==> src/hw/rtl/lt2gps_pkg.sv <==
package lt2gps_pkg;

    localparam int YEAR_W   = 12;
    localparam int MONTH_W  = 4;
    localparam int DAY_W    = 5;
    localparam int HOUR_W   = 5;
    localparam int MINUTE_W = 6;
    localparam int SECOND_W = 6;
    localparam int OFFSET_W = 5;
    localparam int WEEK_W   = 13;
    localparam int SOW_W    = 20;

    localparam logic [OFFSET_W-1:0] UTC_OFFSET_RESET = 5'd8;
    localparam logic [OFFSET_W-1:0] UTC_OFFSET_MAX   = 5'd23;

    localparam int LEAP_ENTRIES_DEFAULT = 16;
    localparam int LEAP_TABLE_SIZE      = 32;
    localparam int NEVER_THRESHOLD      = 131071;

    // Threshold is UTC year * 12 + first UTC month that includes the leap second.
    localparam int LEAP_THRESHOLD [LEAP_TABLE_SIZE] = '{
        1981 * 12 + 7, 1982 * 12 + 7, 1983 * 12 + 7, 1985 * 12 + 7,
        1988 * 12 + 1, 1990 * 12 + 1, 1991 * 12 + 1, 1992 * 12 + 7,
        1993 * 12 + 7, 1994 * 12 + 7, 1996 * 12 + 1, 1997 * 12 + 7,
        1999 * 12 + 1, 2006 * 12 + 1, 2009 * 12 + 1, 2012 * 12 + 7,
        NEVER_THRESHOLD, NEVER_THRESHOLD, NEVER_THRESHOLD, NEVER_THRESHOLD,
        NEVER_THRESHOLD, NEVER_THRESHOLD, NEVER_THRESHOLD, NEVER_THRESHOLD,
        NEVER_THRESHOLD, NEVER_THRESHOLD, NEVER_THRESHOLD, NEVER_THRESHOLD,
        NEVER_THRESHOLD, NEVER_THRESHOLD, NEVER_THRESHOLD, NEVER_THRESHOLD
    };

    localparam int YEAR_BIAS      = 4800;
    localparam int EPOCH_DAY_BIAS = 2476412;
    localparam int SECS_PER_HOUR  = 3600;
    localparam int SECS_PER_MIN   = 60;
    localparam int SECS_PER_DAY   = 86400;
    localparam int SECS_PER_WEEK  = 604800;

    // Reciprocals for division by 100 and by 7 with the matching shifts.
    localparam int RECIP_100       = 10486;
    localparam int RECIP_100_SHIFT = 20;
    localparam int RECIP_7         = 1198373;
    localparam int RECIP_7_SHIFT   = 23;

    typedef struct packed {
        logic [YEAR_W-1:0]   year;
        logic [MONTH_W-1:0]  month;
        logic [DAY_W-1:0]    day_of_month;
        logic [HOUR_W-1:0]   hour;
        logic [MINUTE_W-1:0] minute;
        logic [SECOND_W-1:0] second;
    } request_t;

    typedef struct packed {
        logic [WEEK_W-1:0] gps_week;
        logic [SOW_W-1:0]  seconds_of_week;
        logic              before_epoch;
    } result_t;

    // Month term (306 * (m + 1)) / 10 with January and February moved to months 13 and 14.
    function automatic logic [8:0] month_term(input logic [MONTH_W-1:0] month);
        logic [8:0] term;
        unique case (month)
            4'd0:    term = 9'd397;
            4'd1:    term = 9'd428;
            4'd2:    term = 9'd459;
            4'd3:    term = 9'd122;
            4'd4:    term = 9'd153;
            4'd5:    term = 9'd183;
            4'd6:    term = 9'd214;
            4'd7:    term = 9'd244;
            4'd8:    term = 9'd275;
            4'd9:    term = 9'd306;
            4'd10:   term = 9'd336;
            4'd11:   term = 9'd367;
            4'd12:   term = 9'd397;
            4'd13:   term = 9'd428;
            4'd14:   term = 9'd459;
            default: term = 9'd489;
        endcase
        return term;
    endfunction

endpackage

==> src/hw/rtl/local_time_to_gps_week_seconds_core.sv <==
// Converts a local calendar date and time into GPS week and seconds of week, adding the
// leap seconds in force at the UTC month. The block is a six stage pipeline that takes one
// request per clock cycle: busy is always low, and each result appears on result with done
// high for one cycle, in request order, once it has passed stages s1 to s5 and the result
// register. The two reciprocal multiplications (by 1/100 for centuries and by 1/7 for weeks)
// each fill a stage. The receiver cannot stall the pipeline, so done must be taken when it
// is shown. The UTC offset register accepts a write in every cycle and must only be written
// while no request is in flight.
module local_time_to_gps_week_seconds_core
    import lt2gps_pkg::*;
#(
    parameter int LEAP_ENTRIES = LEAP_ENTRIES_DEFAULT
)
(
    input  logic                clk,
    input  logic                rst_n,
    input  logic                start,
    output logic                busy,
    input  request_t            request,
    output logic                done,
    output result_t             result,
    input  logic                cfg_valid,
    output logic                cfg_ready,
    input  logic [OFFSET_W-1:0] cfg_data
);

    localparam int LEAP_W = $clog2(LEAP_ENTRIES + 1);
    localparam int YADJ_W = 14;
    localparam int MD_W   = 10;
    localparam int T_W    = 18;
    localparam int KEY_W  = 18;
    localparam int CENT_W = 8;
    localparam int Y4_W   = 23;
    localparam int DAYS_W = 21;
    localparam int X_W    = 20;
    localparam int Q_W    = 18;
    localparam int RAW_W  = 21;

    logic [OFFSET_W-1:0] offset_reg;
    logic [OFFSET_W-1:0] offset_sat;

    logic                     s1_valid_reg;
    logic [YADJ_W-1:0]        s1_yadj_reg;
    logic [YADJ_W-1:0]        s1_yadj_next;
    logic [MD_W-1:0]          s1_md_reg;
    logic [MD_W-1:0]          s1_md_next;
    logic signed [T_W-1:0]    s1_t_reg;
    logic signed [T_W-1:0]    s1_t_next;
    logic signed [KEY_W-1:0]  s1_key_reg;
    logic signed [KEY_W-1:0]  s1_key_next;

    logic                     s2_valid_reg;
    logic [CENT_W-1:0]        s2_cent_reg;
    logic [CENT_W-1:0]        s2_cent_next;
    logic [Y4_W-1:0]          s2_y4_reg;
    logic [Y4_W-1:0]          s2_y4_next;
    logic [LEAP_ENTRIES-1:0]  s2_hits_reg;
    logic [LEAP_ENTRIES-1:0]  s2_hits_next;
    logic [MD_W-1:0]          s2_md_reg;
    logic signed [T_W-1:0]    s2_t_reg;

    logic                     s3_valid_reg;
    logic signed [DAYS_W-1:0] s3_days_reg;
    logic signed [DAYS_W-1:0] s3_days_next;
    logic signed [T_W-1:0]    s3_s_reg;
    logic signed [T_W-1:0]    s3_s_next;
    logic signed [T_W-1:0]    s3_t_reg;

    logic                     s4_valid_reg;
    logic [X_W-1:0]           s4_x_reg;
    logic [X_W-1:0]           s4_x_next;
    logic [Q_W-1:0]           s4_q_reg;
    logic [Q_W-1:0]           s4_q_next;
    logic signed [T_W-1:0]    s4_s_reg;
    logic                     s4_before_reg;
    logic                     s4_before_next;

    logic                     s5_valid_reg;
    logic [WEEK_W-1:0]        s5_week_reg;
    logic [WEEK_W-1:0]        s5_week_next;
    logic signed [RAW_W-1:0]  s5_raw_reg;
    logic signed [RAW_W-1:0]  s5_raw_next;
    logic                     s5_before_reg;

    logic                     done_reg;
    result_t                  result_reg;
    result_t                  result_next;

    logic                     accept;
    logic [16:0]              tod_pos;
    logic [16:0]              off_secs;
    logic                     borrow;
    logic [15:0]              year12;
    logic [27:0]              cent_prod;
    logic [24:0]              y1461_prod;
    logic signed [24:0]       days_sum;
    logic [LEAP_W-1:0]        leap_cnt;
    logic [40:0]              q_prod;
    logic [X_W-1:0]           rem_full;
    logic [2:0]               rem;
    logic [19:0]              rem_secs;

    assign busy      = 1'b0;
    assign cfg_ready = 1'b1;
    assign accept    = start && !busy;
    assign done      = done_reg;
    assign result    = result_reg;

    assign offset_sat = (offset_reg > UTC_OFFSET_MAX) ? UTC_OFFSET_MAX : offset_reg;

    always_comb
    begin
        s1_yadj_next = YADJ_W'(request.year) + YADJ_W'(YEAR_BIAS)
                     - YADJ_W'(request.month <= 4'd2);
        s1_md_next   = MD_W'(month_term(request.month)) + MD_W'(request.day_of_month);
        tod_pos      = 17'(request.hour) * 17'(SECS_PER_HOUR)
                     + 17'(request.minute) * 17'(SECS_PER_MIN) + 17'(request.second);
        off_secs     = 17'(offset_sat) * 17'(SECS_PER_HOUR);
        s1_t_next    = $signed({1'b0, tod_pos}) - $signed({1'b0, off_secs});
        borrow       = (request.hour < offset_sat) && (request.day_of_month == 5'd1);
        year12       = 16'(request.year) * 16'd12;
        s1_key_next  = $signed({2'b00, year12}) + $signed(KEY_W'(request.month))
                     - $signed(KEY_W'(borrow));
    end

    always_comb
    begin
        cent_prod    = 28'(s1_yadj_reg) * 28'(RECIP_100);
        s2_cent_next = cent_prod[RECIP_100_SHIFT +: CENT_W];
        y1461_prod   = 25'(s1_yadj_reg) * 25'd1461;
        s2_y4_next   = y1461_prod[24:2];
        for (int i = 0; i < LEAP_ENTRIES; i++)
        begin
            s2_hits_next[i] = s1_key_reg >= $signed(KEY_W'(LEAP_THRESHOLD[i]));
        end
    end

    always_comb
    begin
        days_sum     = $signed({2'b00, s2_y4_reg})
                     + $signed(25'(s2_cent_reg[CENT_W-1:2]))
                     - $signed(25'(s2_cent_reg))
                     + $signed(25'(s2_md_reg))
                     - $signed(25'(EPOCH_DAY_BIAS));
        s3_days_next = days_sum[DAYS_W-1:0];
        leap_cnt     = '0;
        for (int i = 0; i < LEAP_ENTRIES; i++)
        begin
            leap_cnt = leap_cnt + LEAP_W'(s2_hits_reg[i]);
        end
        s3_s_next    = s2_t_reg + $signed(T_W'(leap_cnt));
    end

    // The day count is biased by one week so the quotient stays positive for every
    // time at or after the epoch; the next stage takes the week back off.
    always_comb
    begin
        s4_x_next      = X_W'(s3_days_reg) + X_W'(7);
        q_prod         = 41'(s4_x_next) * 41'(RECIP_7);
        s4_q_next      = q_prod[RECIP_7_SHIFT +: Q_W];
        s4_before_next = (s3_days_reg < -21'sd1)
                      || ((s3_days_reg == -21'sd1) && (s3_t_reg < T_W'(SECS_PER_DAY)))
                      || ((s3_days_reg == 21'sd0) && (s3_t_reg < 18'sd0));
    end

    always_comb
    begin
        rem_full     = s4_x_reg - X_W'(s4_q_reg) * X_W'(7);
        rem          = rem_full[2:0];
        rem_secs     = 20'(rem) * 20'(SECS_PER_DAY);
        s5_raw_next  = $signed({1'b0, rem_secs}) + $signed(RAW_W'(s4_s_reg));
        s5_week_next = s4_q_reg[WEEK_W-1:0] - WEEK_W'(1);
    end

    always_comb
    begin
        result_next = '0;
        priority if (s5_before_reg)
        begin
            result_next.before_epoch = 1'b1;
        end
        else if (s5_raw_reg < 21'sd0)
        begin
            result_next.gps_week        = s5_week_reg - WEEK_W'(1);
            result_next.seconds_of_week = SOW_W'(s5_raw_reg + RAW_W'(SECS_PER_WEEK));
        end
        else if (s5_raw_reg >= RAW_W'(SECS_PER_WEEK))
        begin
            result_next.gps_week        = s5_week_reg + WEEK_W'(1);
            result_next.seconds_of_week = SOW_W'(s5_raw_reg - RAW_W'(SECS_PER_WEEK));
        end
        else
        begin
            result_next.gps_week        = s5_week_reg;
            result_next.seconds_of_week = SOW_W'(s5_raw_reg);
        end
    end

    always_ff @(posedge clk or negedge rst_n)
    begin
        if (!rst_n)
        begin
            offset_reg   <= UTC_OFFSET_RESET;
            s1_valid_reg <= 1'b0;
            s2_valid_reg <= 1'b0;
            s3_valid_reg <= 1'b0;
            s4_valid_reg <= 1'b0;
            s5_valid_reg <= 1'b0;
            done_reg     <= 1'b0;
        end
        else
        begin
            if (cfg_valid && cfg_ready)
            begin
                offset_reg <= cfg_data;
            end
            s1_valid_reg <= accept;
            s2_valid_reg <= s1_valid_reg;
            s3_valid_reg <= s2_valid_reg;
            s4_valid_reg <= s3_valid_reg;
            s5_valid_reg <= s4_valid_reg;
            done_reg     <= s5_valid_reg;
        end
    end

    always_ff @(posedge clk)
    begin
        if (accept)
        begin
            s1_yadj_reg <= s1_yadj_next;
            s1_md_reg   <= s1_md_next;
            s1_t_reg    <= s1_t_next;
            s1_key_reg  <= s1_key_next;
        end
        if (s1_valid_reg)
        begin
            s2_cent_reg <= s2_cent_next;
            s2_y4_reg   <= s2_y4_next;
            s2_hits_reg <= s2_hits_next;
            s2_md_reg   <= s1_md_reg;
            s2_t_reg    <= s1_t_reg;
        end
        if (s2_valid_reg)
        begin
            s3_days_reg <= s3_days_next;
            s3_s_reg    <= s3_s_next;
            s3_t_reg    <= s2_t_reg;
        end
        if (s3_valid_reg)
        begin
            s4_x_reg      <= s4_x_next;
            s4_q_reg      <= s4_q_next;
            s4_s_reg      <= s3_s_reg;
            s4_before_reg <= s4_before_next;
        end
        if (s4_valid_reg)
        begin
            s5_week_reg   <= s5_week_next;
            s5_raw_reg    <= s5_raw_next;
            s5_before_reg <= s4_before_reg;
        end
        if (s5_valid_reg)
        begin
            result_reg <= result_next;
        end
    end

endmodule

==> config.mk <==
export PLATFORM = sky130hd
export DESIGN_NAME = local_time_to_gps_week_seconds_core
export DESIGN_NICKNAME = d
export VERILOG_FILES = /design/src/hw/rtl/lt2gps_pkg.sv /design/src/hw/rtl/local_time_to_gps_week_seconds_core.sv
export SDC_FILE = /design/constraint.sdc
export NUM_CORES = 1
export LEC_CHECK = 0
export BUFFER_PORTS_ARGS = -buffer_cell sky130_fd_sc_hd__clkbuf_2
export CAP_MARGIN = 30
export CORE_MARGIN = 5
export CORE_UTILIZATION = 55
export CTS_CLUSTER_SIZE = 8
export DETAILED_ROUTE_END_ITERATION = 8
export HOLD_SLACK_MARGIN = 0.05
export PLACE_DENSITY_LB_ADDON = 0.08
export SLEW_MARGIN = 5
export SYNTH_ARGS = -nofsm -noshare
export SYNTH_HDL_FRONTEND = slang
export SYNTH_SLANG_ARGS = --single-unit
export TNS_END_PERCENT = 100
==> constraint.sdc <==
create_clock -name clk -period 9.3 [get_ports clk]
set_clock_uncertainty 0.2 [all_clocks]
set_input_delay 0.93 -clock clk [delete_from_list [all_inputs] [get_ports clk]]
set_output_delay 0.93 -clock clk [all_outputs]
set_load 0.01 [all_outputs]
Yosys cells after proc, flatten, opt, wreduce, memory -nomap -nowiden --
Memories as Yosys holds them, arrays and structs flattened. Index checks and enable logic that the tools add are counted. W data, S select, Z words.
Word-level totals: output and inout bits 37, ROM bits 144, input port bits 47, memories 1, bits in registers 310
Memories:
- (no name shown) | words 16, width 9, read ports 1, clocked after Yosys merged registers in 0, wr ports 0, line lt2gps_pkg.sv:63 | unique case (month)
Operators by class: multiplexer cells 4, eq/ne operators 2, reduce and logical (&&, ||, !) cells 6, $mul 9, add/sub/neg operators 36, $lt $le $gt $ge 24
Operator list (count):
- $ge A18 B16 Y1 const B | 16
- $mux W33 | 2
- $add A5 B1 Y5 | 11
- $lt A21 B1 Y1 const B | 2
- $mul A20 B21 Y41 const B | 1
- $mul A14 B13 Y27 const B | 1
- $mul A5 B8 Y13 const B | 2
- $sub A13 B1 Y13 const B | 2
- $mul A14 B11 Y23 const B | 1
- $add A21 B11 Y21 | 1
- $add A21 B18 Y21 | 1
- $add A21 B6 Y21 | 1
- $eq A21 B1 Y1 const B | 1
- $ge A21 B21 Y1 const B | 1
- $logic_not A21 Y1 | 1
- $sub A21 B20 Y21 const B | 1
- $sub A21 B8 Y21 | 1
- $add A20 B20 Y20 const B | 1
- $add A20 B4 Y20 const B | 1
- $sub A20 B20 Y20 const B | 1
- $add A18 B6 Y18 | 1
- $lt A18 B1 Y1 const B | 1
- $lt A18 B18 Y1 const B | 1
- $mul A18 B3 Y3 const B | 1
- 25 further kinds | 28

Longest topological paths before layout --
Gate-level depths: netlist of the first run.
depth in word-level cells 16, depth in mapped cells 29

Least setup slack after synthesis of the first run --
Ideal clock, no wire load.
path kind register to register, from register s3_days_reg[0], to register s4_q_reg[12] (data pin), path slack 1.562 ns, library setup time 0.266 ns, buffers on the path 0, arrival 7.272 ns, cell stages (with the launch flop) 28, data required time 8.834 ns, cell sequence edfxtp_1 > inv_1 > ha_1 > nand2b_1 > and3_1 > nand2_1 > nor3_1 > and3_1 > and3_1 > xor2_1 > inv_1 > fa_1 > fa_1 > fa_1 > fa_1 > fa_1 > fa_1 > inv_1 > ha_1 > nand4_1 > nor3_1 > a221oi_1 > o221ai_1 > o41ai_1 > nand4b_1 > nand2_1 > o41ai_1 > xnor2_1
Between the ends: longest elaborated chain between the ends 2
Ends and longest elaborated chain:
- from (decl) | line local_time_to_gps_week_seconds_core.sv:63 | logic signed [DAYS_W-1:0] s3_days_reg;
- from (signal assigned) | line local_time_to_gps_week_seconds_core.sv:245 | s3_days_reg <= s3_days_next;
- $add A20 B4 Y20 | line local_time_to_gps_week_seconds_core.sv:158 | s4_x_next = X_W'(s3_days_reg) + X_W'(7);
- $mul A20 B21 Y41 | line local_time_to_gps_week_seconds_core.sv:159 | q_prod = 41'(s4_x_next) * 41'(RECIP_7);
- via q_prod[35] | line local_time_to_gps_week_seconds_core.sv:98 | logic [40:0] q_prod;
- to (signal assigned) | line local_time_to_gps_week_seconds_core.sv:252 | s4_q_reg <= s4_q_next;
- to (decl) | line local_time_to_gps_week_seconds_core.sv:72 | logic [Q_W-1:0] s4_q_reg;
The timed path passes the listed nets, and every way through them passes these cells. A chain may end at the register's enable or synchronous reset.

Worst setup path after layout of the first run --
Same ends and word-level chain as after synthesis.

==> impl_results.md, run 1 <==
* Status: complete, no violations
* GRT Util Overall at 0.210
* Relative slew slack at 0.393
* Initial Util at 0.556
* Cts repair resizes at 0
* 1st-iter DRT viols at 676
* WL final at 58,100 um
* Post-Synthesis Cell Area at 28,700 um^2
* CTS sink count at 298
* Largest net degree at the start of global routing at 75
* Ranking of synthesized cells by area: edfxtp_1, ha_1, fa_1
* Most frequent CP cell: fa_1
* Setup-failing EPs final at 0
* DRC Markers at 0
* Sequential share of the synthesized area at 0.310
* Number of flip-flops in the largest register at 34
* Met1 WL at 25,000 um
* Final worst-path cycle share at 0.895
* Clock-pin slew on the worst setup and hold paths at 50 ps
* Die X-Extent at 238 um
* Synth cell types at 73
* Crit end category: flop
* CP top delay family: adder cells
* Die span in y at 238 um
* Die area at 56,800 um^2
* Ys Warns at 0
* Ys async rst share at 0.0369
* Routability cong. at 0.920
* Layout cell share with drive strength beyond 1 at 0.0613
* Top Layer Used: met4
* # nets final at 3,512
* CP max-delay cell: fa_1
* Arr. time, crit path at 8390 ps
* Core footprint at 51,500 um^2
* Synth Instances at 2,619
* Flops & latches, synth at 298
* RSZ-0062 raised after global routing: false
* GRT overflow at 0
* Final core utilization at 0.605
* Post-Syn Area per Cell at 10.9 um^2
* # diodes at 0
* CTS tree: done
* Initial antenna violation count at 0
* Total iterations of the first detailed-routing run at 5
* Critical setup path kind: reg2reg
* Final slew viol count at 0
* Area leader, netlist: edfxtp_1
* Routed WL per cell at 16.9 um
* Delay of the slowest critical-path stage at 580 ps
* Met3 wire len at 1830 um
* # rows at 83
* Via count at 18,500
* Worst setup SP type: flop
* Avg Vias per Cell at 5.38
* Post-CTS setup repair buffer count at 0
* Area growth syn-to-layout at 8.76%
* Post-Syn Nets at 3,402
* Post-synth EDFFs at 287
* Routed Antenna Nets at 0
* Port Buf Inserts at 81
* Total CTS buffers at 44
* I/O pins at 84
* First-pass GRT wire length at 97,100 um
* Half-perimeter wire length after placement at 49,100 um
* Count leader, synth: ha_1
* Worst-path maximum fanout at 4
* Finished Layout Cells at 3,436
* Final Hold Viols at 0
* Critical path data required time at 9360 ps
* Hold Path Class: reg2reg
* Root buffer cell: clkbuf_16
* Fin crit period at 8330 ps
* FMAX at 120 MHz
* CTS H-tree depth at 2
* Placed cells at 3,362
* Max Cap Viol at 0
* Top cells by count, synth: ha_1, inv_1, edfxtp_1, fa_1, xnor2_1
* Setup TNS at 0 ps
* R2R setup slack at 970 ps
* Skew-Pair Late Insertion Delay at 580 ps
* Main synth FF type: edfxtp_1
* Vias in the first global route at 19,600
* Fillers at 4,377
* Hold buffers post-CTS at 1
* Top-area cell type share of the netlist area at 0.301
* CTS max path bufs at 3
* Met2 WL at 29,700 um
* Slew @ Worst Pin at 910 ps
* Crit path buf inv count at 3
[kinds of logic after synthesis]
group	share of synthesized area
adder cells (fa/ha/maj)	0.382
buffers and inverters	0.0668
AO/OA/AOI/OAI	0.0940
XOR/XNOR	0.0672
multiplexers	0.00384
AND/OR/NAND/NOR	0.0753
other	0.000262
flip-flops	0.310
[worst reg2reg max path: stages, from the launching register on]
cell and delay (ps):
edfxtp_1 350, inv_1 80, ha_1 220, nand2b_1 120, and3_1 220, nand2_1 120, nor3_1 280, and3_1 280
and3_1 180, xor2_1 250, inv_1 100, fa_1 580, fa_1 450, fa_1 510, fa_1 510, fa_1 530
fa_1 520, inv_1 50, ha_1 320, nand4_1 180, nor3_1 90, a221oi_1 350, o221ai_1 250, o41ai_1 510
nand4b_1 210, nand2_1 80, o41ai_1 360, xnor2_1 130
[area by class of cell]
type,count,area (um^2),share of cell area
clock buffer,67,1190,0.0381
clock inverter,6,87.6,0.00281
inverter,479,1800,0.0577
multi-input combinational,1813,17800,0.573
sequential,298,8900,0.285
tap,680,851,0.0273
timing repair buffer,93,498,0.0160
[per-stage QoR]
| stage | cell area, um^2 | hold WS (ps) | setup WS, ps |
|---|---|---|---|
| after floorplan | 28700 | 200 | 1560 |
| after global placement | 29900 | 159 | 1360 |
| after detailed placement | 29900 | 167 | 1040 |
| after CTS | 31200 | 177 | 958 |
| after global routing | 31200 | 198 | 486 |
| final | 31200 | 174 | 975 |
[cell usage in the layout (no fill, tap or decap), types with 9 or more instances in the layout]
master,netlist,final
a211oi_1,16,16
a21boi_0,9,9
a21o_1,58,58
a21oi_1,129,129
a31oi_1,16,16
and2_1,9,9
and3_1,18,18
buf_4,2,11
clkbuf_1,25,23
clkbuf_16,0,44
clkbuf_2,0,81
edfxtp_1,287,287
fa_1,232,232
ha_1,504,504
inv_1,478,478
nand2_1,80,80
nand2b_1,18,18
nand3_1,40,40
nand4_1,16,16
nor2_1,119,119
nor2b_1,32,32
nor3_1,48,48
nor4_1,12,12
o211ai_1,9,9
o21a_1,17,17
o21ai_0,66,66
o21bai_1,26,26
or3_1,9,9
xnor2_1,144,144
xor2_1,76,76
[layer usage]
metal	global-route usage	vias up
li1	-	9197
met3	0.0280	99
met4	0.0550	0
met2	0.379	259
met1	0.266	8929
met5	0	-
[final timing paths]
check                                    start       endpoint  cells after the start
worst max-delay path            s3_days_reg[0]   s4_q_reg[12]                     27
worst min-delay path              s4_valid_reg   s5_valid_reg                      0
worst max register to register  s3_days_reg[0]   s4_q_reg[12]                     27
worst min register to register    s4_valid_reg   s5_valid_reg                      0
max in group asynchronous                rst_n  offset_reg[3]                      2
min in group asynchronous                rst_n   s2_valid_reg                      2
Power of run 1 is not shown: default switching activity piles up to over one toggle a cycle in this logic, so the estimate is an artifact.
==> run 2: changes to the inputs <==
--- a/config.mk
+++ b/config.mk
@@ -12,7 +12,7 @@
 export CTS_CLUSTER_SIZE = 8
 export DETAILED_ROUTE_END_ITERATION = 8
 export HOLD_SLACK_MARGIN = 0.05
-export PLACE_DENSITY_LB_ADDON = 0.08
+export PLACE_DENSITY = 0.81
 export SLEW_MARGIN = 5
 export SYNTH_ARGS = -nofsm -noshare
 export SYNTH_HDL_FRONTEND = slang
==> impl_results.md, run 2 (synthesis gave the netlist of run 1 again) <==
* First-pass GRT wire length at 97,400 um (+0.30%)
* Area growth syn-to-layout at 8.79% (about the same)
* CTS sink count at 298 (unchanged)
* CTS tree: done
* # rows at 83 (unchanged)
* FMAX at 118 MHz (-1.7%)
* Delay of the slowest critical-path stage at 580 ps (about the same)
* Setup TNS at 0 ps (unchanged)
* Layout cell share with drive strength beyond 1 at 0.0612 (-0.0000963)
* Max Cap Viol at 0 (unchanged)
* Arr. time, crit path at 8580 ps (+190 ps)
* CTS max path bufs at 3 (unchanged)
* Initial Util at 0.556 (unchanged)
* Critical path data required time at 9400 ps (+40 ps)
* Routed WL per cell at 16.8 um (-0.53%)
* Worst hold start: s1_md_reg[8]
* Setup WS post-layout at 828 ps (-147 ps)
* Final slew viol count at 0 (unchanged)
* Initial antenna violation count at 4 (+4)
* Fin crit period at 8470 ps (+147 ps)
* Hold Path Class: reg2reg
* Die span in y at 238 um (unchanged)
* Core footprint at 51,500 um^2 (unchanged)
* Reg-to-reg startpoint: s3_days_reg[0]
* Routed Antenna Nets at 0 (unchanged)
* Largest net degree at the start of global routing at 75 (unchanged)
* Worst setup SP type: flop
* # nets final at 3,511 (-0.028%)
* Relative slew slack at 0.401 (+0.00785)
* Critical setup path kind: reg2reg
* R2R setup slack at 830 ps (-150 ps)
* WL final at 57,600 um (-0.82%)
* Die X-Extent at 238 um (unchanged)
* Half-perimeter wire length after placement at 47,000 um (-4.4%)
* CTS H-tree depth at 2 (unchanged)
* Fillers at 4,076 (-6.9%)
* RSZ-0062 raised after global routing: false
* Avg Vias per Cell at 5.55 (+3.2%)
* Crit end category: flop
* GRT overflow at 0 (unchanged)
* 1st-iter DRT viols at 869 (+29%)
* CP max-delay cell: fa_1
* I/O pins at 84 (unchanged)
* Post-CTS setup repair buffer count at 0 (unchanged)
* Slew @ Worst Pin at 899 ps (-11.8 ps)
* DRC Markers at 0 (unchanged)
* Setup-failing EPs final at 0 (unchanged)
* Worst-path maximum fanout at 10 (+6)
* Final worst-path cycle share at 0.911 (+0.0158)
* Worst Hold Depth at 0 (unchanged)
* Worst r2r dst: s4_q_reg[12]
* Total iterations of the first detailed-routing run at 5 (unchanged)
* Routability cong. at 0.922 (+0.23%)
* Root buffer cell: clkbuf_16
* Clock-pin slew on the worst setup and hold paths at 50 ps (about the same)
* Via count at 19,000 (+2.9%)
* Port Buf Inserts at 81 (unchanged)
* Number of flip-flops in the largest register at 34 (unchanged)
* Worst hold endpoint: s2_md_reg[8]
* Post-Place Setup Slack at 910 ps (-128 ps)
* Placed cells at 3,359 (-0.089%)
* Final Hold Viols at 0 (unchanged)
* Status: complete, no violations
* Most frequent CP cell: fa_1
* GRT Util Overall at 0.207 (-0.00297)
* Reg2reg path depth at 28 (+3.7%)
* Skew-Pair Late Insertion Delay at 570 ps (about the same)
* Finished Layout Cells at 3,426 (-0.29%)
* Commonest non-fill, non-tap cells in the layout: ha_1, inv_1, edfxtp_1
* Die area at 56,800 um^2 (unchanged)
* Most common cell after layout, fill and taps aside: ha_1
* Vias in the first global route at 20,400 (+3.9%)
* Total CTS buffers at 44 (unchanged)
-- run 2: area by class of cell --
| cell class | instances | area [um^2] | area share |
|---|---|---|---|
| diodes | 2 | 5.00 | 0.000161 |
| clock buffers | 56 | 1150 | 0.0368 |
| clock inverters | 6 | 121 | 0.00389 |
| inverters | 479 | 1800 | 0.0577 |
| multi-input cells | 1813 | 17800 | 0.572 |
| flip-flops and latches | 298 | 8900 | 0.285 |
| well taps | 680 | 851 | 0.0273 |
| repair buffers | 92 | 510 | 0.0164 |
-- run 2: per-stage QoR --
| stage | utilization | hold slack, ps | cell area [um^2] |
|---|---|---|---|
| 3_3_place_gp | 0.580 | 203 | 29900 |
| 2_1_floorplan | - | 200 | 28700 |
| 6_report | 0.605 | 209 | 31200 |
| 3_5_place_dp | 0.580 | 205 | 29900 |
| 5_1_grt | 0.605 | 216 | 31200 |
| 4_1_cts | 0.605 | 209 | 31100 |
-- run 2: what timing repair did --
action,4_1_cts,5_1_grt
hold buffers,1,0
hold endpoints to repair,10,0
resized for setup,0,0
-- run 2: per-layer routing --
layer  routed length (um)  up-vias  global-route usage
met3                 2880      120              0.0384
met2                29300      452               0.375
met1                24000     9243               0.253
met5                   34        -                   0
li1                     -     9204                   -
met4                 1460        6              0.0548
-- run 2: worst max-delay path: cells and delay by family, from the launching register on --
| kind | cells | cell delay [ps] |
|---|---|---|
| adders and majority gates | 8 | 3630 |
| and+or+nand+nor | 10 | 1650 |
| AOI/OAI and AO/OA | 4 | 1520 |
| buffers and inverters | 4 | 480 |
| xor gates and xnor gates | 2 | 380 |
| DFF | 1 | 320 |
-- run 2: worst max-delay path by stage --
stage              startpoint           end  slack, ps  cells past startpoint
3_3_place_gp   s3_days_reg[0]  s4_q_reg[12]       1140                     28
6_report       s3_days_reg[0]  s4_q_reg[12]        830                     28
2_1_floorplan  s3_days_reg[0]  s4_q_reg[12]       1560                     27
3_5_place_dp   s3_days_reg[0]  s4_q_reg[12]        910                     28
4_1_cts        s3_days_reg[0]  s4_q_reg[12]        860                     28
5_1_grt        s3_days_reg[0]  s4_q_reg[12]        190                     28
Power of run 2 is left out for the same reason.
==> run 3: changes to the inputs <==
--- a/config.mk
+++ b/config.mk
@@ -8,11 +8,11 @@
 export BUFFER_PORTS_ARGS = -buffer_cell sky130_fd_sc_hd__clkbuf_2
 export CAP_MARGIN = 30
 export CORE_MARGIN = 5
-export CORE_UTILIZATION = 55
+export CORE_UTILIZATION = 44
 export CTS_CLUSTER_SIZE = 8
 export DETAILED_ROUTE_END_ITERATION = 8
 export HOLD_SLACK_MARGIN = 0.05
-export PLACE_DENSITY = 0.81
+export PLACE_DENSITY = 0.69
 export SLEW_MARGIN = 5
 export SYNTH_ARGS = -nofsm -noshare
 export SYNTH_HDL_FRONTEND = slang
==> impl_results.md, run 3 (synthesis gave the netlist of run 1 again) <==
* Met1 WL at 24,700 um (+3.0%)
* Number of flip-flops in the largest register at 34 (unchanged)
* Avg Vias per Cell at 5.19 (-6.5%)
* Hold Path Class: reg2reg
* CTS sink count at 298 (unchanged)
* Status: complete, no violations
* Post-CTS setup repair buffer count at 0 (unchanged)
* Critical setup path kind: reg2reg
* Reg2reg path depth at 28 (unchanged)
* Final worst-path cycle share at 0.916 (+0.00525)
* Initial antenna violation count at 3 (-1)
* Port Buf Inserts at 81 (unchanged)
* Area growth syn-to-layout at 9.77%
* Skew-Pair Late Insertion Delay at 570 ps (about the same)
* Half-perimeter wire length after placement at 47,200 um (+0.38%)
* Critical Path Source: s3_days_reg[0]
* DRC Markers at 0 (unchanged)
* Worst Hold Depth at 0 (unchanged)
* Setup TNS at 0 ps (unchanged)
* Top Layer Used: met4
* DP Area at 30,100 um^2 (+0.84%)
* Crit end category: flop
* # nets final at 3,511 (unchanged)
* Finished Layout Cells at 3,605 (+5.2%)
* Core footprint at 64,500 um^2 (+25%)
* Die span in y at 265 um (+11%)
* I/O pins at 84 (unchanged)
* FMAX at 117 MHz (-0.57%)
* Setup WS post-layout at 779 ps (-48.9 ps)
* Final Hold Viols at 0 (unchanged)
* RSZ-0062 raised after global routing: false
* Setup-failing EPs final at 0 (unchanged)
* Die X-Extent at 265 um (+11%)
* Critical path data required time at 9410 ps (about the same)
* Relative slew slack at 0.402 (+0.000706)
* Reg-to-reg startpoint: s3_days_reg[0]
* Routed Antenna Nets at 0 (unchanged)
* Delay of the slowest critical-path stage at 620 ps (+40 ps)
* Final slew viol count at 0 (unchanged)
* Commonest non-fill, non-tap cells in the layout: ha_1, inv_1, edfxtp_1
* Total iterations of the first detailed-routing run at 5 (unchanged)
* CTS H-tree depth at 2 (unchanged)
* Worst-path maximum fanout at 10 (unchanged)
* Worst hold start: s3_s_reg[9]
* CTS max path bufs at 3 (unchanged)
* GRT overflow at 0 (unchanged)
* Met2 WL at 28,300 um (-3.4%)
* CP max-delay cell: o41ai_1
* Worst setup SP type: flop
* First-pass GRT wire length at 96,200 um (-1.2%)
* CTS tree: done
* Post-Place Setup Slack at 760 ps (-150 ps)
* Fin crit period at 8520 ps (+48.9 ps)
* Arr. time, crit path at 8630 ps (+50 ps)
* # rows at 93 (+12%)
* Via count at 18,700 (-1.7%)
* Met3 wire len at 2300 um (-20%)
* Routed WL per cell at 15.7 um (-6.8%)
* Most common cell after layout, fill and taps aside: ha_1
* Most frequent CP cell: fa_1
* Largest net degree at the start of global routing at 75 (unchanged)
* Slew @ Worst Pin at 897 ps (-1.06 ps)
* Root buffer cell: clkbuf_16
* Max Cap Viol at 0 (unchanged)
* Vias in the first global route at 19,800 (-3.0%)
* GRT Util Overall at 0.163 (-0.0434)
* Initial Util at 0.445 (-0.112)
* Placed cells at 3,535 (+5.2%)
* Design area at 31,500 um^2 (+0.89%)
* Total CTS buffers at 45 (+2.3%)
* Die area at 70,300 um^2 (+24%)
* WL final at 56,500 um (-1.9%)
* 1st-iter DRT viols at 865 (-0.46%)
* Clock-pin slew on the worst setup and hold paths at 50 ps (about the same)
* Routability cong. at 0.899 (-2.5%)
* Layout cell share with drive strength beyond 1 at 0.0615 (+0.000252)
==> run 3: cell types whose count changed in the layout (fill, tap and decap cells not counted), sizes merged <==
| cell | delta |
|---|---|
| bufinv | +1 |
| clkbuf | +2 |
| clkinv | +2 |
| clkinvlp | -1 |
| diode | -1 |
| inv | +1 |
==> run 3: stage by stage <==
step / utilization / hold WS [ps]
6_report: 0.488 / 212
5_1_grt: 0.488 / 217
4_1_cts: 0.488 / 215
3_5_place_dp: 0.467 / 205
3_3_place_gp: 0.466 / 205
2_1_floorplan: - / 200
==> run 3: critical path: cells and delay by family, from the launching register on <==
kind	cells	cell delay [ps]
adder cells (fa/ha/maj)	8	3630
AND/OR/NAND/NOR	10	1630
AO/OA/AOI/OAI	4	1600
buffers and inverters	4	490
XOR/XNOR	2	380
flip-flops	1	320
==> run 3: path summary, 6_finish.rpt <==
path	to	slack [ps]
min in group asynchronous	s4_valid_reg	600
max in group asynchronous	offset_reg[3]	8020
setup reg to reg	s4_q_reg[12]	780
hold reg to reg	s4_s_reg[9]	210
setup / recovery	s4_q_reg[12]	780
hold / removal	s4_s_reg[9]	210
==> run 3: repair_timing <==
action,in CTS,in global routing
gates resized for setup,0,0
endpoints found under the hold margin,10,0
hold buffers,1,0
==> run 3: layout make-up <==
cell class	count	area [um^2]
fill	5795	33000
multi-input combinational	1813	17800
sequential	298	8900
inverter	479	1800
clock buffer	59	1180
tap	855	1070
timing repair buffer	91	515
clock inverter	9	146
antenna	1	2.50
==> run 3: per-layer routing <==
| layer | track usage | vias to the layer above |
|---|---|---|
| li1 | - | 9205 |
| met5 | 0 | - |
| met1 | 0.209 | 9085 |
| met3 | 0.0273 | 87 |
| met4 | 0.0411 | 0 |
| met2 | 0.289 | 331 |
Power of run 3 is left out for the same reason.
